--- src/design/wcds_pkg.sv ---
// ----------------------------------------------------------------------------
// Wake calibration deadline sequencer package
// Shared command codes, register indexes, reset values and word types.
// ----------------------------------------------------------------------------
package wcds_pkg;

  localparam int unsigned CmdW   = 4;
  localparam int unsigned TimeW  = 32;
  localparam int unsigned RegW   = 24;
  localparam int unsigned RegIdxW = 2;

  // Command codes.
  localparam logic [CmdW-1:0] CMD_RESET         = 4'd0;
  localparam logic [CmdW-1:0] CMD_SET_PROMPT    = 4'd1;
  localparam logic [CmdW-1:0] CMD_BEGIN_CALIB   = 4'd2;
  localparam logic [CmdW-1:0] CMD_CALIB_DONE    = 4'd3;
  localparam logic [CmdW-1:0] CMD_RESTORE       = 4'd4;
  localparam logic [CmdW-1:0] CMD_LIFT_READY    = 4'd5;
  localparam logic [CmdW-1:0] CMD_SET_ARMED     = 4'd6;
  localparam logic [CmdW-1:0] CMD_SET_START     = 4'd7;
  localparam logic [CmdW-1:0] CMD_BEGIN_CONFIRM = 4'd8;
  localparam logic [CmdW-1:0] CMD_CANCEL_CONFIRM = 4'd9;
  localparam logic [CmdW-1:0] CMD_BEGIN_NET     = 4'd10;
  localparam logic [CmdW-1:0] CMD_CANCEL_NET    = 4'd11;
  localparam logic [CmdW-1:0] CMD_FALSE_WAKE    = 4'd12;
  localparam logic [CmdW-1:0] CMD_CLEAR_FALSE_WAKE = 4'd13;
  localparam logic [CmdW-1:0] CMD_CANCEL_PENDING = 4'd14;
  localparam logic [CmdW-1:0] CMD_TICK          = 4'd15;

  // Configuration register indexes.
  localparam logic [RegIdxW-1:0] REG_CALIB_TIMEOUT  = 2'd0;
  localparam logic [RegIdxW-1:0] REG_CONFIRM_WINDOW = 2'd1;
  localparam logic [RegIdxW-1:0] REG_NETWORK_WAIT   = 2'd2;

  localparam logic [RegW-1:0] CALIB_TIMEOUT_RST  = 24'd5000;
  localparam logic [RegW-1:0] CONFIRM_WINDOW_RST = 24'd1000;
  localparam logic [RegW-1:0] NETWORK_WAIT_RST   = 24'd10000;

  typedef struct packed {
    logic [CmdW-1:0]  cmd;
    logic             flag_value;
    logic             prior_calibration;
    logic [TimeW-1:0] time_now;
    logic [TimeW-1:0] until_time;
  } item_t;

  typedef struct packed {
    logic calib_active;
    logic calib_had_prior;
    logic prompt_visible;
    logic lift_ready_armed;
    logic start_waiting;
    logic confirm_waiting;
    logic network_waiting;
    logic calib_timeout_hit;
    logic confirm_time_hit;
    logic network_timeout_hit;
    logic false_wake_hit;
  } res_t;

  typedef struct packed {
    logic [RegW-1:0] calib_timeout;
    logic [RegW-1:0] confirm_window;
    logic [RegW-1:0] network_wait_limit;
  } cfg_t;

  // Which deadlines currently hold a nonzero value.
  typedef struct packed {
    logic calib;
    logic confirm;
    logic network;
  } dl_set_t;

endpackage

--- src/design/wcds_if.sv ---
// ----------------------------------------------------------------------------
// Wake calibration deadline sequencer channel interfaces
// Command, result and configuration channels with valid/ready handshakes.
// ----------------------------------------------------------------------------
interface wcds_in_if;
  logic        valid;
  logic        ready;
  logic [3:0]  cmd;
  logic        flag_value;
  logic        prior_calibration;
  logic [31:0] time_now;
  logic [31:0] until_time;

  modport source (output valid, cmd, flag_value, prior_calibration, time_now, until_time,
                  input ready);
  modport sink (input valid, cmd, flag_value, prior_calibration, time_now, until_time,
                output ready);
endinterface

interface wcds_out_if;
  logic valid;
  logic ready;
  logic calib_active;
  logic calib_had_prior;
  logic prompt_visible;
  logic lift_ready_armed;
  logic start_waiting;
  logic confirm_waiting;
  logic network_waiting;
  logic calib_timeout_hit;
  logic confirm_time_hit;
  logic network_timeout_hit;
  logic false_wake_hit;

  modport source (output valid, calib_active, calib_had_prior, prompt_visible,
                  lift_ready_armed, start_waiting, confirm_waiting, network_waiting,
                  calib_timeout_hit, confirm_time_hit, network_timeout_hit,
                  false_wake_hit, input ready);
  modport sink (input valid, calib_active, calib_had_prior, prompt_visible,
                lift_ready_armed, start_waiting, confirm_waiting, network_waiting,
                calib_timeout_hit, confirm_time_hit, network_timeout_hit,
                false_wake_hit, output ready);
endinterface

interface wcds_cfg_if;
  logic        valid;
  logic        ready;
  logic [1:0]  index;
  logic [23:0] data;

  modport source (output valid, index, data, input ready);
  modport sink (input valid, index, data, output ready);
endinterface

--- src/design/wcds_cfg.sv ---
// ----------------------------------------------------------------------------
// Wake calibration deadline sequencer configuration registers
// Holds the three timeout registers; writes to unknown indexes are dropped.
// ----------------------------------------------------------------------------
module wcds_cfg
  import wcds_pkg::*;
(
  input  logic               clk,
  input  logic               rst_n,
  input  logic               wr_en,
  input  logic [RegIdxW-1:0] wr_idx,
  input  logic [RegW-1:0]    wr_data,
  output cfg_t               cfg
);

  cfg_t cfg_r;
  cfg_t cfg_nxt;

  always_comb begin
    cfg_nxt = cfg_r;
    if (wr_en) begin
      case (wr_idx)
        REG_CALIB_TIMEOUT:  cfg_nxt.calib_timeout      = wr_data;
        REG_CONFIRM_WINDOW: cfg_nxt.confirm_window     = wr_data;
        REG_NETWORK_WAIT:   cfg_nxt.network_wait_limit = wr_data;
        default:            cfg_nxt = cfg_r;
      endcase
    end
  end

  always_ff @(posedge clk) begin
    if (!rst_n) begin
      cfg_r.calib_timeout      <= CALIB_TIMEOUT_RST;
      cfg_r.confirm_window     <= CONFIRM_WINDOW_RST;
      cfg_r.network_wait_limit <= NETWORK_WAIT_RST;
    end else begin
      cfg_r <= cfg_nxt;
    end
  end

  assign cfg = cfg_r;

endmodule

--- src/design/wcds_core.sv ---
// ----------------------------------------------------------------------------
// Wake calibration deadline sequencer state core
// Mode flags, deadlines and due flags, with the per-command update logic.
// ----------------------------------------------------------------------------
module wcds_core
  import wcds_pkg::*;
(
  input  logic    clk,
  input  logic    rst_n,
  input  logic    adv,
  input  item_t   item,
  input  cfg_t    cfg,
  output res_t    nxt_snap,
  output res_t    cur_snap,
  output dl_set_t dl_set
);

  logic             calib_active_r, calib_active_nxt;
  logic             calib_prior_r, calib_prior_nxt;
  logic             prompt_r, prompt_nxt;
  logic             armed_r, armed_nxt;
  logic             start_r, start_nxt;
  logic             confirm_r, confirm_nxt;
  logic             network_r, network_nxt;
  logic [TimeW-1:0] calib_dl_r, calib_dl_nxt;
  logic [TimeW-1:0] confirm_dl_r, confirm_dl_nxt;
  logic [TimeW-1:0] network_dl_r, network_dl_nxt;
  logic [TimeW-1:0] fw_dl_r, fw_dl_nxt;
  logic [3:0]       due_r, due_nxt;

  logic [RegW-1:0]  tmo_sel;
  logic [TimeW:0]   dl_sum;
  logic [TimeW-1:0] dl_sat;
  logic [3:0]       due_hit;

  // One shared adder serves all three begin commands.
  always_comb begin
    case (item.cmd)
      CMD_BEGIN_CALIB:   tmo_sel = cfg.calib_timeout;
      CMD_BEGIN_CONFIRM: tmo_sel = cfg.confirm_window;
      default:           tmo_sel = cfg.network_wait_limit;
    endcase
  end

  assign dl_sum = {1'b0, item.time_now} + {{(TimeW + 1 - RegW){1'b0}}, tmo_sel};
  assign dl_sat = dl_sum[TimeW] ? {TimeW{1'b1}} : dl_sum[TimeW-1:0];

  assign due_hit[0] = calib_active_r && (calib_dl_r != '0) && (item.time_now >= calib_dl_r);
  assign due_hit[1] = confirm_r && (confirm_dl_r != '0) && (item.time_now >= confirm_dl_r);
  assign due_hit[2] = network_r && (network_dl_r != '0) && (item.time_now >= network_dl_r);
  assign due_hit[3] = (fw_dl_r != '0) && (item.time_now >= fw_dl_r);

  always_comb begin
    calib_active_nxt = calib_active_r;
    calib_prior_nxt  = calib_prior_r;
    prompt_nxt       = prompt_r;
    armed_nxt        = armed_r;
    start_nxt        = start_r;
    confirm_nxt      = confirm_r;
    network_nxt      = network_r;
    calib_dl_nxt     = calib_dl_r;
    confirm_dl_nxt   = confirm_dl_r;
    network_dl_nxt   = network_dl_r;
    fw_dl_nxt        = fw_dl_r;
    due_nxt          = due_r;
    case (item.cmd)
      CMD_RESET: begin
        calib_active_nxt = 1'b0;
        calib_prior_nxt  = 1'b0;
        prompt_nxt       = 1'b0;
        armed_nxt        = 1'b0;
        start_nxt        = 1'b0;
        confirm_nxt      = 1'b0;
        network_nxt      = 1'b0;
        calib_dl_nxt     = '0;
        confirm_dl_nxt   = '0;
        network_dl_nxt   = '0;
        fw_dl_nxt        = '0;
        due_nxt          = '0;
      end
      CMD_SET_PROMPT: prompt_nxt = item.flag_value;
      CMD_BEGIN_CALIB: begin
        calib_active_nxt = 1'b1;
        calib_prior_nxt  = item.prior_calibration;
        calib_dl_nxt     = dl_sat;
        fw_dl_nxt        = '0;
        armed_nxt        = 1'b0;
        start_nxt        = 1'b0;
        confirm_nxt      = 1'b0;
        confirm_dl_nxt   = '0;
        network_nxt      = 1'b0;
        network_dl_nxt   = '0;
      end
      CMD_CALIB_DONE, CMD_RESTORE, CMD_LIFT_READY: begin
        calib_active_nxt = 1'b0;
        calib_dl_nxt     = '0;
        calib_prior_nxt  = 1'b0;
        armed_nxt        = (item.cmd == CMD_CALIB_DONE);
        start_nxt        = 1'b0;
      end
      CMD_SET_ARMED: armed_nxt = item.flag_value;
      CMD_SET_START: start_nxt = item.flag_value;
      CMD_BEGIN_CONFIRM: begin
        confirm_nxt    = 1'b1;
        confirm_dl_nxt = dl_sat;
        armed_nxt      = 1'b0;
        start_nxt      = 1'b0;
        network_nxt    = 1'b0;
        network_dl_nxt = '0;
      end
      CMD_CANCEL_CONFIRM: begin
        confirm_nxt    = 1'b0;
        confirm_dl_nxt = '0;
      end
      CMD_BEGIN_NET: begin
        network_nxt    = 1'b1;
        network_dl_nxt = dl_sat;
        start_nxt      = 1'b1;
        armed_nxt      = 1'b0;
      end
      CMD_CANCEL_NET: begin
        network_nxt    = 1'b0;
        network_dl_nxt = '0;
      end
      CMD_FALSE_WAKE:       fw_dl_nxt = item.until_time;
      CMD_CLEAR_FALSE_WAKE: fw_dl_nxt = '0;
      CMD_CANCEL_PENDING: begin
        armed_nxt      = 1'b0;
        start_nxt      = 1'b0;
        confirm_nxt    = 1'b0;
        confirm_dl_nxt = '0;
        network_nxt    = 1'b0;
        network_dl_nxt = '0;
      end
      CMD_TICK: due_nxt = due_hit;
      default:  due_nxt = due_r;
    endcase
  end

  always_ff @(posedge clk) begin
    if (!rst_n) begin
      calib_active_r <= 1'b0;
      calib_prior_r  <= 1'b0;
      prompt_r       <= 1'b0;
      armed_r        <= 1'b0;
      start_r        <= 1'b0;
      confirm_r      <= 1'b0;
      network_r      <= 1'b0;
      calib_dl_r     <= '0;
      confirm_dl_r   <= '0;
      network_dl_r   <= '0;
      fw_dl_r        <= '0;
      due_r          <= '0;
    end else if (adv) begin
      calib_active_r <= calib_active_nxt;
      calib_prior_r  <= calib_prior_nxt;
      prompt_r       <= prompt_nxt;
      armed_r        <= armed_nxt;
      start_r        <= start_nxt;
      confirm_r      <= confirm_nxt;
      network_r      <= network_nxt;
      calib_dl_r     <= calib_dl_nxt;
      confirm_dl_r   <= confirm_dl_nxt;
      network_dl_r   <= network_dl_nxt;
      fw_dl_r        <= fw_dl_nxt;
      due_r          <= due_nxt;
    end
  end

  assign nxt_snap = '{calib_active_nxt, calib_prior_nxt, prompt_nxt, armed_nxt, start_nxt,
                      confirm_nxt, network_nxt, due_nxt[0], due_nxt[1], due_nxt[2],
                      due_nxt[3]};
  assign cur_snap = '{calib_active_r, calib_prior_r, prompt_r, armed_r, start_r,
                      confirm_r, network_r, due_r[0], due_r[1], due_r[2], due_r[3]};
  assign dl_set = '{(calib_dl_r != '0), (confirm_dl_r != '0), (network_dl_r != '0)};

endmodule

--- src/design/wake_calibration_deadline_sequencer_top.sv ---
// ----------------------------------------------------------------------------
// Wake calibration deadline sequencer
// Command-driven mode flags, millisecond deadlines and due flags.
// ----------------------------------------------------------------------------
// Each command word on in_ch updates the sequencer state and produces one
// result word on out_ch holding the full flag snapshot after that command.
// A word is registered at the input, then its state update and snapshot are
// computed combinationally (one 33-bit saturating add for the begin commands and
// four 32-bit deadline compares for the tick) and land in the output register
// together with the state registers. Throughput is one word per cycle while
// out_ch.ready holds. The result is registered in the output register once
// the word leaves the input register; the input register and the output
// register form a two-deep pipeline, so a new word is taken while a finished
// result still waits on out_ch.ready.
// The three timeout registers are written through cfg_ch, which is always
// ready outside reset; they should only be changed while no word is in flight.
// A deadline of zero never fires, and begin-command deadlines saturate at the
// largest 32-bit time value.
module wake_calibration_deadline_sequencer_top
  import wcds_pkg::*;
(
  input logic          clk,
  input logic          rst_n,
  wcds_in_if.sink      in_ch,
  wcds_out_if.source   out_ch,
  wcds_cfg_if.sink     cfg_ch
);

  // Input register stage.
  logic    s1_valid_r, s1_valid_nxt;
  item_t   s1_item_r;
  logic    s1_adv;
  logic    in_acc;

  // Output register stage.
  logic    out_valid_r, out_valid_nxt;
  res_t    out_res_r;

  cfg_t    cfg;
  res_t    nxt_snap;
  res_t    cur_snap;
  dl_set_t dl_set;

  // The word in the input register moves on whenever the output register is
  // empty or is being emptied this cycle.
  assign s1_adv       = s1_valid_r && (!out_valid_r || out_ch.ready);
  assign in_ch.ready  = rst_n && (!s1_valid_r || s1_adv);
  assign in_acc       = in_ch.valid && in_ch.ready;
  assign cfg_ch.ready = rst_n;

  assign s1_valid_nxt  = in_acc ? 1'b1 : (s1_adv ? 1'b0 : s1_valid_r);
  assign out_valid_nxt = s1_adv ? 1'b1 : (out_ch.ready ? 1'b0 : out_valid_r);

  always_ff @(posedge clk) begin
    if (!rst_n) begin
      s1_valid_r  <= 1'b0;
      out_valid_r <= 1'b0;
    end else begin
      s1_valid_r  <= s1_valid_nxt;
      out_valid_r <= out_valid_nxt;
    end
  end

  // Payload registers carry no reset.
  always_ff @(posedge clk) begin
    if (in_acc) begin
      s1_item_r <= '{in_ch.cmd, in_ch.flag_value, in_ch.prior_calibration,
                     in_ch.time_now, in_ch.until_time};
    end
    if (s1_adv) begin
      out_res_r <= nxt_snap;
    end
  end

  wcds_cfg u_cfg (
    .clk     (clk),
    .rst_n   (rst_n),
    .wr_en   (cfg_ch.valid && cfg_ch.ready),
    .wr_idx  (cfg_ch.index),
    .wr_data (cfg_ch.data),
    .cfg     (cfg)
  );

  wcds_core u_core (
    .clk      (clk),
    .rst_n    (rst_n),
    .adv      (s1_adv),
    .item     (s1_item_r),
    .cfg      (cfg),
    .nxt_snap (nxt_snap),
    .cur_snap (cur_snap),
    .dl_set   (dl_set)
  );

  assign out_ch.valid               = out_valid_r;
  assign out_ch.calib_active        = out_res_r.calib_active;
  assign out_ch.calib_had_prior     = out_res_r.calib_had_prior;
  assign out_ch.prompt_visible      = out_res_r.prompt_visible;
  assign out_ch.lift_ready_armed    = out_res_r.lift_ready_armed;
  assign out_ch.start_waiting       = out_res_r.start_waiting;
  assign out_ch.confirm_waiting     = out_res_r.confirm_waiting;
  assign out_ch.network_waiting     = out_res_r.network_waiting;
  assign out_ch.calib_timeout_hit   = out_res_r.calib_timeout_hit;
  assign out_ch.confirm_time_hit    = out_res_r.confirm_time_hit;
  assign out_ch.network_timeout_hit = out_res_r.network_timeout_hit;
  assign out_ch.false_wake_hit      = out_res_r.false_wake_hit;

  // A pending deadline is only ever held while its mode flag is set.
  a_calib_dl_flag: assert property (@(posedge clk) disable iff (!rst_n)
    dl_set.calib |-> cur_snap.calib_active)
    else $error("calibration deadline set while calibration is inactive");

  a_confirm_dl_flag: assert property (@(posedge clk) disable iff (!rst_n)
    dl_set.confirm |-> cur_snap.confirm_waiting)
    else $error("confirm deadline set while confirm is not pending");

  a_network_dl_flag: assert property (@(posedge clk) disable iff (!rst_n)
    dl_set.network |-> cur_snap.network_waiting)
    else $error("network deadline set while network wait is not pending");

  // A word leaving the input register always shows up as a result next cycle.
  a_adv_to_out: assert property (@(posedge clk) disable iff (!rst_n)
    s1_adv |=> out_valid_r)
    else $error("advanced word did not reach the output register");

endmodule
--- src/flat_wrapper.sv ---
// flat-port wrapper written by rule: the top's interface ports become plain ports
module wake_calibration_deadline_sequencer_top_flat import wcds_pkg::*;
  (clk, rst_n, in_ch_valid, in_ch_cmd, in_ch_flag_value, in_ch_prior_calibration, in_ch_time_now, in_ch_until_time, in_ch_ready, out_ch_valid, out_ch_calib_active, out_ch_calib_had_prior, out_ch_prompt_visible, out_ch_lift_ready_armed, out_ch_start_waiting, out_ch_confirm_waiting, out_ch_network_waiting, out_ch_calib_timeout_hit, out_ch_confirm_time_hit, out_ch_network_timeout_hit, out_ch_false_wake_hit, out_ch_ready, cfg_ch_valid, cfg_ch_index, cfg_ch_data, cfg_ch_ready);
  wcds_in_if in_ch_i ();
  wcds_out_if out_ch_i ();
  wcds_cfg_if cfg_ch_i ();
  input logic clk;
  input logic rst_n;
  input wire logic [$bits(in_ch_i.valid)-1:0] in_ch_valid;
  input wire logic [$bits(in_ch_i.cmd)-1:0] in_ch_cmd;
  input wire logic [$bits(in_ch_i.flag_value)-1:0] in_ch_flag_value;
  input wire logic [$bits(in_ch_i.prior_calibration)-1:0] in_ch_prior_calibration;
  input wire logic [$bits(in_ch_i.time_now)-1:0] in_ch_time_now;
  input wire logic [$bits(in_ch_i.until_time)-1:0] in_ch_until_time;
  output wire logic [$bits(in_ch_i.ready)-1:0] in_ch_ready;
  output wire logic [$bits(out_ch_i.valid)-1:0] out_ch_valid;
  output wire logic [$bits(out_ch_i.calib_active)-1:0] out_ch_calib_active;
  output wire logic [$bits(out_ch_i.calib_had_prior)-1:0] out_ch_calib_had_prior;
  output wire logic [$bits(out_ch_i.prompt_visible)-1:0] out_ch_prompt_visible;
  output wire logic [$bits(out_ch_i.lift_ready_armed)-1:0] out_ch_lift_ready_armed;
  output wire logic [$bits(out_ch_i.start_waiting)-1:0] out_ch_start_waiting;
  output wire logic [$bits(out_ch_i.confirm_waiting)-1:0] out_ch_confirm_waiting;
  output wire logic [$bits(out_ch_i.network_waiting)-1:0] out_ch_network_waiting;
  output wire logic [$bits(out_ch_i.calib_timeout_hit)-1:0] out_ch_calib_timeout_hit;
  output wire logic [$bits(out_ch_i.confirm_time_hit)-1:0] out_ch_confirm_time_hit;
  output wire logic [$bits(out_ch_i.network_timeout_hit)-1:0] out_ch_network_timeout_hit;
  output wire logic [$bits(out_ch_i.false_wake_hit)-1:0] out_ch_false_wake_hit;
  input wire logic [$bits(out_ch_i.ready)-1:0] out_ch_ready;
  input wire logic [$bits(cfg_ch_i.valid)-1:0] cfg_ch_valid;
  input wire logic [$bits(cfg_ch_i.index)-1:0] cfg_ch_index;
  input wire logic [$bits(cfg_ch_i.data)-1:0] cfg_ch_data;
  output wire logic [$bits(cfg_ch_i.ready)-1:0] cfg_ch_ready;
  assign in_ch_i.valid = in_ch_valid;
  assign in_ch_i.cmd = in_ch_cmd;
  assign in_ch_i.flag_value = in_ch_flag_value;
  assign in_ch_i.prior_calibration = in_ch_prior_calibration;
  assign in_ch_i.time_now = in_ch_time_now;
  assign in_ch_i.until_time = in_ch_until_time;
  assign in_ch_ready = in_ch_i.ready;
  assign out_ch_valid = out_ch_i.valid;
  assign out_ch_calib_active = out_ch_i.calib_active;
  assign out_ch_calib_had_prior = out_ch_i.calib_had_prior;
  assign out_ch_prompt_visible = out_ch_i.prompt_visible;
  assign out_ch_lift_ready_armed = out_ch_i.lift_ready_armed;
  assign out_ch_start_waiting = out_ch_i.start_waiting;
  assign out_ch_confirm_waiting = out_ch_i.confirm_waiting;
  assign out_ch_network_waiting = out_ch_i.network_waiting;
  assign out_ch_calib_timeout_hit = out_ch_i.calib_timeout_hit;
  assign out_ch_confirm_time_hit = out_ch_i.confirm_time_hit;
  assign out_ch_network_timeout_hit = out_ch_i.network_timeout_hit;
  assign out_ch_false_wake_hit = out_ch_i.false_wake_hit;
  assign out_ch_i.ready = out_ch_ready;
  assign cfg_ch_i.valid = cfg_ch_valid;
  assign cfg_ch_i.index = cfg_ch_index;
  assign cfg_ch_i.data = cfg_ch_data;
  assign cfg_ch_ready = cfg_ch_i.ready;
  wake_calibration_deadline_sequencer_top u_core (.clk(clk), .rst_n(rst_n), .in_ch(in_ch_i), .out_ch(out_ch_i), .cfg_ch(cfg_ch_i));
endmodule
--- config.mk ---
export PLATFORM = sky130hd
export DESIGN_NAME = wake_calibration_deadline_sequencer_top_flat
export DESIGN_NICKNAME = d
export VERILOG_FILES = /design/src/design/wcds_pkg.sv /design/src/design/wcds_if.sv /design/src/design/wcds_cfg.sv /design/src/design/wcds_core.sv /design/src/design/wake_calibration_deadline_sequencer_top.sv /design/src/flat_wrapper.sv
export SDC_FILE = /design/constraint.sdc
export NUM_CORES = 1
export LEC_CHECK = 0
export BUFFER_PORTS_ARGS = -buffer_cell sky130_fd_sc_hd__buf_2
export CORE_ASPECT_RATIO = 0.75
export CORE_MARGIN = 2
export CORE_UTILIZATION = 40
export CTS_CLUSTER_SIZE = 10
export DETAILED_ROUTE_END_ITERATION = 8
export PLACE_DENSITY = 0.71
export SYNTH_ARGS = -nofsm -noshare
export SYNTH_HDL_FRONTEND = slang
export SYNTH_SLANG_ARGS = --single-unit
--- constraint.sdc ---
create_clock -name clk -period 3.5 [get_ports clk]
set_input_delay 0.7 -clock clk [delete_from_list [all_inputs] [get_ports clk]]
set_output_delay 0.7 -clock clk [all_outputs]
set_load 0.05 [all_outputs]
* Word level (Yosys, flattened, before mapping)
Index checks and enable logic that the tools add are counted.
** Cells by class
- Add/subtract/negate cells :: 1
- $lt $le $gt $ge :: 4
- Equality and inequality tests :: 17
- Muxes and demuxes :: 18
- Reduce and logical (&&, ||, !) cells :: 41
** Operators with widths (count)
- $pmux W32 S2 :: 4
- $ge A32 B32 Y1 :: 4
- $reduce_bool A32 Y1 :: 4
- $pmux W24 S2 :: 1
- $add A32 B24 Y33 :: 1
- $eq A4 B4 Y1 const B :: 8
- $mux W32 :: 1
- $eq A4 B3 Y1 const B :: 4
- $reduce_and A2 Y1 :: 7
- $reduce_bool A2 Y1 :: 6
- $logic_and A1 B1 Y1 :: 11
- $pmux W1 S2 :: 5
- $reduce_or A5 Y1 :: 2
- $eq A4 B2 Y1 const B :: 2
- $pmux W4 S2 :: 1
- $reduce_or A4 Y1 :: 2
- $reduce_or A7 Y1 :: 1
- $pmux W1 S3 :: 2
- $reduce_or A3 Y1 :: 2
- $eq A4 B1 Y1 const B :: 1
- $logic_not A4 Y1 :: 1
- $mux W1 :: 4
- $eq A2 B1 Y1 const B :: 1
- $eq A2 B2 Y1 const B :: 1
- other kinds (3) :: 5
** Word-level totals
- Flip-flop bits (word level) :: 294
- Input bits :: 101

* Depth between registers and ports, before layout
Gate-level depths: netlist of the first run.
- Depth in word-level cells :: 7
- Depth in mapped cells :: 22

* Modules after synthesis
Synthesis of the first run repeated with hierarchy kept, for this count alone.
** Unflattened totals
- Cell total of the unflattened synthesis :: 1786
- Area, all modules :: 16330.7 um^2
** Modules (own cells, without submodules)
- wcds_core :: instances 1, cells each 1417, area an instance 10954.3 um^2
- wcds_cfg :: instances 1, cells each 276, area an instance 2834.0 um^2
- wake_calibration_deadline_sequencer_top :: instances 1, cells each 93, area an instance 2542.4 um^2

* Least setup slack after synthesis of the first run
OpenSTA, ideal clock, no wires.
- Path type :: register -> register
- Start :: reg u_core.s1_item_r[67] (netlist bit)
- End :: reg u_core.u_core.network_dl_r[29]
- Arrival :: 3.682 ns
- Required time :: 3.397 ns
- Slack :: -0.286 ns
- Stages on the path, launching flop included :: 21
- Path buffers :: 4
- Cell sequence :: edfxtp_1 buf_2 nor2b_1 and2_1 clkbuf_1 nor2_1 clkbuf_1 nand2_1 nand2_1 ha_1 inv_1 fa_1 nand2b_1 a21oi_1 o21ai_1 a31oi_1 a21o_1 buf_6 nand3_4 and4_1 a2111oi_2
** On the way
- Word-level cells in the longest chain between the ends :: 5
- Elaborated cells on any way between the ends :: 13
** Ends and longest elaborated chain
- start: declaration :: line wake_calibration_deadline_sequencer_top.sv:31 : item_t s1_item_r;
- start signal: assignment :: line wake_calibration_deadline_sequencer_top.sv:67 : s1_item_r <= '{in_ch.cmd, in_ch.flag_value, in_ch.prior_calibration,
- $eq A4 B4 Y1 or $eq A4 B2 Y1 (tied branches) :: line wcds_core.sv:38, wcds_core.sv:66
- $pmux W24 S2 :: line wcds_core.sv:38 : case (item.cmd)
- $add A32 B24 Y33 :: line wcds_core.sv:45 : assign dl_sum = {1'b0, item.time_now} + {{(TimeW + 1 - RegW){1'b0}}, tmo_sel};
- $mux W32 :: line wcds_core.sv:46 : assign dl_sat = dl_sum[TimeW] ? {TimeW{1'b1}} : dl_sum[TimeW-1:0];
- $pmux W32 S2 :: line wcds_core.sv:66 : case (item.cmd)
- end signal: assignment :: line wcds_core.sv:164 : network_dl_r <= network_dl_nxt;
- end: declaration :: line wcds_core.sv:27 : logic [TimeW-1:0] network_dl_r, network_dl_nxt;
Several ways; a longest one is shown, not always the timed one.
A chain may end at the register's enable or synchronous reset.

* Final worst setup path of the first run
- Start :: reg u_core.s1_item_r[68] (netlist bit)
- End :: reg u_core.u_core.network_dl_r[18]
Same word-level chain as after synthesis.

==> impl_metrics.tcl, run 1 <==
set metrics [dict create \
    synth_top_area_cell "dfxtp_1" \
    pre_cts_ws_ps -44.9 \
    place.gp.congestion 0.915 \
    synth_cell_types 72 \
    crit_chain "nand2b_4 > nor3_4 > buf_12 > nor2_4 > buf_6 > buf_4 > nand2_1 > nand2_1 > ha_4 > buf_4 > nand2_1 > nor2_2 > nand2_1 > a21oi_2 > a21o_4 > nor2b_4 > buf_12 > buf_4 > o21ai_2 > a21oi_1" \
    synth.area.top_cells "dfxtp_1 28%, edfxtp_1 16%, ha_1 12%, nand2_1 7.6%, a21oi_1 4.5%" \
    route.vias.total 13800 \
    slowest_stage "edfxtp_1" \
    crit_top_cell "nand2_1" \
    drc_errors 0 \
    p_total_uw 8030 \
    pwr_density_cell_nw_per_um2 431 \
    htree_levels 2 \
    status "finished, final reports clean" \
    maxCapViolations 0 \
    skew_ps 20.7 \
    min_path_type "primary input to flip-flop" \
    switching_share 0.253 \
    synth_top_area_frac 0.275 \
    power.share.combinational 0.107 \
    critPathKind "flip-flop to flip-flop" \
    fin_crit_ps 3420 \
    yosys-top-cells-count "314 x nand2_1, 213 x dfxtp_1, 154 x ha_1" \
    dominantRegCellSynth "dfxtp_1" \
    cp.arrival_ps 3870 \
    rows 62 \
    setup_viol 0 \
    drive_above_1_share 0.177 \
    power_switching_uw 2030 \
    ys_warn_count 0 \
    max_stage_delay_ps 420 \
    rsz0062_at_grt "true" \
    die-area_um2 40300 \
    cp_max_fo 8 \
    netlist_area_um2 15500 \
    final_area_um2 18600 \
    grt_usage 0.216 \
    slew_headroom 0.321 \
    pin_count 115 \
    dp.cells 2403 \
    synth_edf_count 81 \
    ir_worst_vdd_uv 297 \
    holdWs_ps 342 \
    grt_pass1_wl_mm 69.3 \
    antenna_cells 0 \
    viasPerCell 5.57 \
    die_w_um 231 \
    reg2regPathDepth 20 \
    cts.clk_slew.worst_paths_ps 60 \
    crit_buf_inv 6 \
    first_pass_iters 5 \
    async_flop_share 0 \
    clkLatencyLatePin_ps 530 \
    setup_ws_ps 79.4 \
    max_freq_mhz 292 \
    dr.first_iter.drc_count 1377 \
    grt_remaining_overflow 0 \
    cts_buffers 36 \
    p_clk_frac 0.436 \
    io_buffer_count 114 \
    synth-seq-area-share 0.432 \
    whs_path_depth 1 \
    period_share 0.977 \
    cp_top_family "simple AND/OR/NAND/NOR gates" \
    worst_pin_slew_ps 1020 \
    routed_wl_mm 45.0 \
    cts_tree "yes" \
    cts.path.max_buffers 3 \
    p_int_uw 6000 \
    fill_cells 3485 \
    leakage_uw 0.00722 \
    start_util 0.405 \
    core_area_um2 38200 \
    worstSetupEndpointType "flip-flop" \
    antenna_found_initial 0 \
    dp_hpwl_mm 32.7 \
    hold_viol 0 \
    avgSynthCellArea_um2 8.72 \
    grt_max_degree 71 \
    seqPwrFrac 0.457 \
    fin_nets 2196 \
    dieHeight_um 174 \
    clock_sinks 294 \
    synth_nets 2031 \
    syn2layout_area_growth_pct 20.3 \
    worstSetupStartpointType "flip-flop" \
    placed_cell_area_um2 17000 \
    finalNonFillerCells 2472 \
    grt_pass1_vias 13000 \
    wire_per_inst_um 18.2 \
    synth.ff_latch_count 294 \
    required_ps 3940 \
    clockRootBuffer "clkbuf_16" \
    syn_inst 1775 \
    worstSetupPathDepth 20 \
    synth_most_common_cell "nand2_1" \
    route.antenna.remaining_nets 0 \
    cts_hold_buf 0 \
    timing.final.max_slew_violations 0 \
]
## path summary, 6_finish.rpt
| path | slack (ps) | startpoint | to |
|---|---|---|---|
| min reg2reg | 460 | u_core.u_cfg.cfg[42]$_SDFFE_PN0P_ | u_core.u_cfg.cfg[42]$_SDFFE_PN0P_ |
| max | 80 | u_core.s1_item_r[68]$_DFFE_PP_ | u_core.u_core.network_dl_r[18]$_SDFFE_PN0P_ |
| max reg2reg | 80 | u_core.s1_item_r[68]$_DFFE_PP_ | u_core.u_core.network_dl_r[18]$_SDFFE_PN0P_ |
| min | 340 | in_ch_time_now[3] | u_core.s1_item_r[35]$_DFFE_PP_ |
## layout make-up
cell class                      count  area [um2]  area share
Inverter                          139         524      0.0281
Clock inverter                      3        26.3     0.00141
Tap cell                          512         641      0.0344
Multi-Input combinational cell   1262        8360       0.449
Clock buffer                       55        1060      0.0567
Sequential cell                   294        6700       0.359
Timing Repair Buffer              207        1330      0.0716
## routing by layer
metal | up-vias | track usage | wire length [um]
li1 | 6611 | - | -
met1 | 6608 | 0.298 | 19900
met2 | 480 | 0.348 | 20900
met3 | 82 | 0.0348 | 3050
met4 | 0 | 0.0645 | 1100
met5 | - | 0 | 0
## registers in the layout, summed over array words and instances, names as in the netlist, 4 cells and up
signal and count:
u_core.s1_item_r 70, u_core.u_cfg.cfg 72, u_core.u_core.calib_dl_r 32, u_core.u_core.confirm_dl_r 32
u_core.u_core.due_r 4, u_core.u_core.fw_dl_r 32, u_core.u_core.network_dl_r 32
## power groups by stage
stage,sequential [uW],combinational (uW),clock (uW)
2_1_floorplan,3720,483,0
3_3_place_gp,3730,764,0
3_5_place_dp,3730,789,0
4_1_cts,3660,804,3560
5_1_grt,3670,947,3700
6_report,3670,860,3500
## kinds of logic after synthesis
| logic type | synth area share |
|---|---|
| compound gates | 0.191 |
| xor+xnor | 0.0102 |
| fa+ha+maj | 0.126 |
| buf+inv | 0.0563 |
| flops | 0.432 |
| simple gates | 0.184 |
## cell usage in the layout, fill, tap and decap left out, types with 12 or more instances in the layout
master       n
nor2_1     118
o21ai_0     53
nand3_1     45
buf_4       85
ha_1       141
inv_1      136
a22oi_1     80
a21o_1      38
o211ai_1    17
clkbuf_16   40
nor4_1      37
buf_2      114
dfxtp_1    213
o21ai_1     31
nand4_1     27
nand2_1    307
nor2b_1     12
a21oi_1    128
edfxtp_1    81
clkbuf_1    14
## repair_timing
| action | CTS | global route |
|---|---|---|
| cloned | 0 | 1 |
| setup buffers | 3 | 9 |
| gates resized for setup | 10 | 74 |
| setup endpoints to repair | 29 | 95 |
| pin swaps | 7 | 42 |
## stage by stage
stage / utilization / TNS, ps
2_1_floorplan: - / 0
3_3_place_gp: 0.446 / -0.208
3_5_place_dp: 0.446 / -293
4_1_cts: 0.476 / 0
5_1_grt: 0.487 / -1920
6_report: 0.487 / 0
Power figures use the tool's default switching activity.
==> inputs of run 2 (changes only) <==
RECOVER_POWER = 25   (was not set)
==> impl_metrics.tcl, run 2 (synthesis results as in run 1) <==
set metrics [dict create \
    worstSetupEndpointType "flip-flop" \
    grt_remaining_overflow 0 \
    maxCapViolations 0 \
    htree_levels 2 \
    drive_above_1_share 0.173 \
    core_area_um2 38200 \
    timing.final.max_slew_violations 0 \
    use_met2 0.348 \
    cts_buffers 36 \
    period_share 0.977 \
    grt_use_met1 0.298 \
    clockRootBuffer "clkbuf_16" \
    grt_pass1_vias 13000 \
    whs_path_depth 1 \
    rsz0062_at_grt "true" \
    routed_wl_mm 44.9 \
    route.vias.total 13800 \
    r2r_slack_ps 80 \
    clkLatencyLatePin_ps 530 \
    clock_sinks 294 \
    status "finished, final reports clean" \
    grt_usage 0.216 \
    met3_usage 0.0348 \
    rows 62 \
    p_total_uw 8030 \
    fin_crit_ps 3420 \
    cts.clk_slew.worst_paths_ps 60 \
    first_pass_iters 5 \
    hold_viol 0 \
    cts_tree "yes" \
    antenna_found_initial 0 \
    setup_ws_ps 80.3 \
    fin_nets 2196 \
    tns_ps 0 \
    antenna_cells 0 \
    dieHeight_um 174 \
    layout_commonest_cell "nand2_1" \
    leakage_uw 0.00720 \
    dr.first_iter.drc_count 1367 \
    hp-start "in_ch_time_now[3]" \
    drc_errors 0 \
    cts.path.max_buffers 3 \
    wire_per_inst_um 18.2 \
    ir_worst_vdd_uv 297 \
    viasPerCell 5.57 \
    io_buffer_count 114 \
    slew_headroom 0.320 \
    reg2reg_to "u_core.u_core.network_dl_r[18]$_SDFFE_PN0P_" \
    skew_ps 20.7 \
    die-area_um2 40300 \
    grt_pass1_wl_mm 69.3 \
    worst_pin_slew_ps 1020 \
    cp.arrival_ps 3870 \
    critPathKind "flip-flop to flip-flop" \
    cp_max_fo 8 \
    start_util 0.405 \
    min_path_type "primary input to flip-flop" \
    grt_max_degree 71 \
    worstSetupStartpointType "flip-flop" \
    grt.busiest_layer "met2" \
    largest_reg_flops 72 \
    setup_viol 0 \
    required_ps 3950 \
    syn2layout_area_growth_pct 20.3 \
    hold_path_end "u_core.s1_item_r[35]$_DFFE_PP_" \
    r2r_start "u_core.s1_item_r[68]$_DFFE_PP_" \
    place.gp.congestion 0.915 \
    final_cell_mix "307 x nand2_1, 213 x dfxtp_1, 141 x ha_1" \
    route.antenna.remaining_nets 0 \
    reg2regPathDepth 20 \
    pwr_density_cell_nw_per_um2 431 \
    die_w_um 231 \
    dp_hpwl_mm 32.7 \
    max_freq_mhz 292 \
    pre_cts_ws_ps -44.9 \
    cts_hold_buf 0 \
    pin_count 115 \
]
==> run 2: cell types whose count changed in the layout (fill, tap and decap cells not counted) <==
cell      before  now
buf_2        114  107
clkbuf_1      14   21
==> run 2: metal layers <==
metal  vias up  part of all wire  wire (um)
met1      6595              0.44      19700
met5         -                 0          0
met3        79             0.072       3220
met2       485              0.47      20900
li1       6613                 -          -
met4         0             0.024       1080
==> run 2: how the worst max path moves through the flow <==
stage	endpoint	cells after the start	start
floorplan	u_core.u_core.network_dl_r[29]$_SDFFE_PN0P_	20	u_core.s1_item_r[67]$_DFFE_PP_
global placement	u_core.u_core.network_dl_r[21]$_SDFFE_PN0P_	17	u_core.s1_item_r[67]$_DFFE_PP_
detailed placement	u_core.u_core.network_dl_r[12]$_SDFFE_PN0P_	20	u_core.s1_item_r[67]$_DFFE_PP_
CTS	u_core.u_core.network_dl_r[21]$_SDFFE_PN0P_	17	u_core.s1_item_r[67]$_DFFE_PP_
global route	u_core.u_core.network_dl_r[13]$_SDFFE_PN0P_	21	u_core.s1_item_r[69]$_DFFE_PP_
finish	u_core.u_core.network_dl_r[18]$_SDFFE_PN0P_	20	u_core.s1_item_r[68]$_DFFE_PP_
==> run 2: final cells by class <==
type,count,area (um2)
fill,3488,19600
multi-input combinational,1262,8360
sequential,294,6700
timing repair buffer,207,1330
clock buffer,55,1060
tap,512,641
inverter,139,524
clock inverter,3,26.3
==> run 2: critical path, cell delays in order (launching register included) <==
cell and delay [ps]:
edfxtp_1 420, nand2b_4 180, nor3_4 220, buf_12 150, nor2_4 50, buf_6 140, buf_4 160, nand2_1 60
nand2_1 80, ha_4 300, buf_4 130, nand2_1 140, nor2_2 180, nand2_1 100, a21oi_2 170, a21o_4 130
nor2b_4 250, buf_12 170, buf_4 120, o21ai_2 50, a21oi_1 130
==> run 2: repair_timing <==
action,CTS,global route
resized for setup,10,74
pin swaps,7,42
setup endpoints to repair,29,95
gates cloned,0,1
setup buffers,3,9
==> run 2: report_power, final <==
part	internal (uW)	switching, uW
clock network	2070	1440
registers	3580	84.3
logic	344	515
total	6000	2030
==> run 2: through the flow <==
stage / cells / area [um2] / hold slack, ps / utilization
2_1_floorplan: 1775 / 15500 / 430 / -
3_3_place_gp: 2403 / 17000 / 441 / 0.446
3_5_place_dp: 2403 / 17000 / 448 / 0.446
4_1_cts: 2464 / 18200 / 327 / 0.476
5_1_grt: 2472 / 18600 / 323 / 0.487
6_report: 2472 / 18600 / 342 / 0.487
==> inputs of run 3 (changes only) <==
GPL_TIMING_DRIVEN = 0   (was not set)
RECOVER_POWER = not set   (was 25)
==> impl_metrics.tcl, run 3 (synthesis results as in run 1) <==
set metrics [dict create \
    max_freq_mhz 267 \
    first_pass_iters 6 \
    hold_viol 0 \
    clkLatencyLatePin_ps 530 \
    hp-start "in_ch_flag_value" \
    fill_cells 3356 \
    io_buffer_count 114 \
    route.antenna.remaining_nets 0 \
    failed_checks "negative setup slack" \
    setup_viol 94 \
    hold_path_end "u_core.s1_item_r[65]$_DFFE_PP_" \
    fin_nets 2243 \
    dieHeight_um 174 \
    drive_above_1_share 0.196 \
    htree_levels 2 \
    min_path_type "primary input to flip-flop" \
    cts_hold_buf 0 \
    rsz0062_at_grt "true" \
    placed_cell_area_um2 16700 \
    period_share 1.07 \
    p_int_uw 5990 \
    final_cell_mix "284 x nand2_1, 213 x dfxtp_1, 138 x ha_1" \
    fin_crit_ps 3750 \
    multi_input_area_um2 8860 \
    largest_reg_flops 72 \
    viasPerCell 5.68 \
    cts_buffers 36 \
    switching_share 0.260 \
    pin_count 115 \
    grt_pass1_vias 13600 \
    p_total_uw 8100 \
    reg2regPathDepth 21 \
    seqPwrFrac 0.453 \
    reg2reg_to "u_core.u_core.network_dl_r[10]$_SDFFE_PN0P_" \
    die-area_um2 40300 \
    skew_ps 18.3 \
    r2r_slack_ps -250 \
    syn2layout_area_growth_pct 25.3 \
    cp_max_fo 10 \
    grt_remaining_overflow 0 \
    dr.first_iter.drc_count 1459 \
    ir_worst_vdd_uv 292 \
    clockRootBuffer "clkbuf_16" \
    pre_cts_ws_ps -1160 \
    clock_sinks 294 \
    cts.path.max_buffers 3 \
    route.vias.total 14300 \
    critPathKind "flip-flop to flip-flop" \
    timing.final.max_slew_violations 0 \
    dp_hpwl_mm 34.6 \
    cp.arrival_ps 4210 \
    drc_errors 0 \
    tns_ps -14490 \
    cts.clk_slew.worst_paths_ps 60 \
    worst_pin_slew_ps 1320 \
    pwr_density_cell_nw_per_um2 417 \
    r2r_start "u_core.s1_item_r[68]$_DFFE_PP_" \
    power_switching_uw 2100 \
    whs_path_depth 1 \
    slew_headroom 0.110 \
    core_area_um2 38200 \
    leakage_uw 0.00733 \
    required_ps 3960 \
    power.share.combinational 0.120 \
    worstSetupStartpointType "flip-flop" \
    routed_wl_mm 48.2 \
    grt_usage 0.233 \
    status "finished with violations" \
    seqCellArea_um2 6700 \
    antenna_found_initial 0 \
    layout_commonest_cell "nand2_1" \
    rows 62 \
    wire_per_inst_um 19.1 \
    antenna_cells 0 \
    grt_pass1_wl_mm 74.1 \
    cts_tree "yes" \
    start_util 0.405 \
    worstSetupEndpointType "flip-flop" \
    die_w_um 231 \
    maxCapViolations 0 \
    p_clk_frac 0.427 \
    place.gp.congestion 0.947 \
    grt_max_degree 71 \
    final_area_um2 19400 \
    setup_ws_ps -251 \
]
## run 3: cell types whose count changed in the layout (fill, tap and decap cells not counted), sizes merged
cell | previous run | this run
inv | 138 | 140
clkbuf | 63 | 122
clkinvlp | 0 | 1
buf | 199 | 188
clkinv | 4 | 1
## run 3: metal layers
metal  up-vias  routed length, um  global-route usage  part of all wire
li1       6727                  -                   -                 -
met1      6838              20700               0.323              0.43
met2       647              21800               0.366              0.45
met3       113               4300              0.0418             0.089
met4         0               1350              0.0747             0.028
met5         -                  0                   0                 0
## run 3: cell type report
class,instances,share of cell area
Tap cell,512,0.0330
Timing Repair Buffer,178,0.0613
Inverter,139,0.0269
Clock buffer,56,0.0535
Buffer,76,0.0221
Multi-Input combinational cell,1262,0.457
Sequential cell,294,0.345
Clock inverter,3,0.00129
## run 3: power by group through the flow
stage                     combinational, uW  clock [uW]  sequential, uW
final                                   972        3460            3670
after global routing                   1050        3630            3670
after global placement                  739           0            3730
after CTS                               895        3510            3660
after detailed placement                762           0            3730
after floorplan                         483           0            3720
## run 3: worst max-delay path by stage
stage	startpoint	to	slack, ps
final	u_core.s1_item_r[68]$_DFFE_PP_	u_core.u_core.network_dl_r[10]$_SDFFE_PN0P_	-250
after global routing	u_core.s1_item_r[68]$_DFFE_PP_	u_core.u_core.confirm_dl_r[10]$_SDFFE_PN0P_	-370
after CTS	u_core.s1_item_r[67]$_DFFE_PP_	u_core.u_core.network_dl_r[10]$_SDFFE_PN0P_	-230
after detailed placement	u_core.s1_item_r[68]$_DFFE_PP_	u_core.u_core.network_dl_r[5]$_SDFFE_PN0P_	-1160
after global placement	u_core.s1_item_r[68]$_DFFE_PP_	u_core.u_core.network_dl_r[6]$_SDFFE_PN0P_	-1180
after floorplan	u_core.s1_item_r[67]$_DFFE_PP_	u_core.u_core.network_dl_r[29]$_SDFFE_PN0P_	4
## run 3: critical path, stage by stage, from the launching register on
cell       delay (ps)
edfxtp_1          440
buf_4             180
nor2_4            130
and2_4            180
clkbuf_16         150
buf_12            130
a22oi_1           100
nand2_2           110
ha_4              140
inv_2              40
fa_2              370
nand2b_4          170
a21oi_4           220
o21ai_4           110
a31oi_4           240
a21o_4            190
nor2b_4           170
buf_12            180
buf_8             130
nor2_4             40
a2bb2oi_1         150
nor2_1            100
## run 3: repair_timing
item / 4_1_cts / 5_1_grt
pin swaps: 84 / 78
endpoints found under the hold margin: 0 / 0
buffers inserted: 40 / 19
cloned: 3 / 1
setup endpoints to repair: 96 / 96
resized for setup: 167 / 86
## run 3: stage by stage
step,hold slack [ps],util,cells
6_report,337,0.507,2520
5_1_grt,331,0.507,2520
4_1_cts,321,0.493,2503
3_5_place_dp,447,0.437,2401
3_3_place_gp,439,0.437,2401
2_1_floorplan,430,-,1775
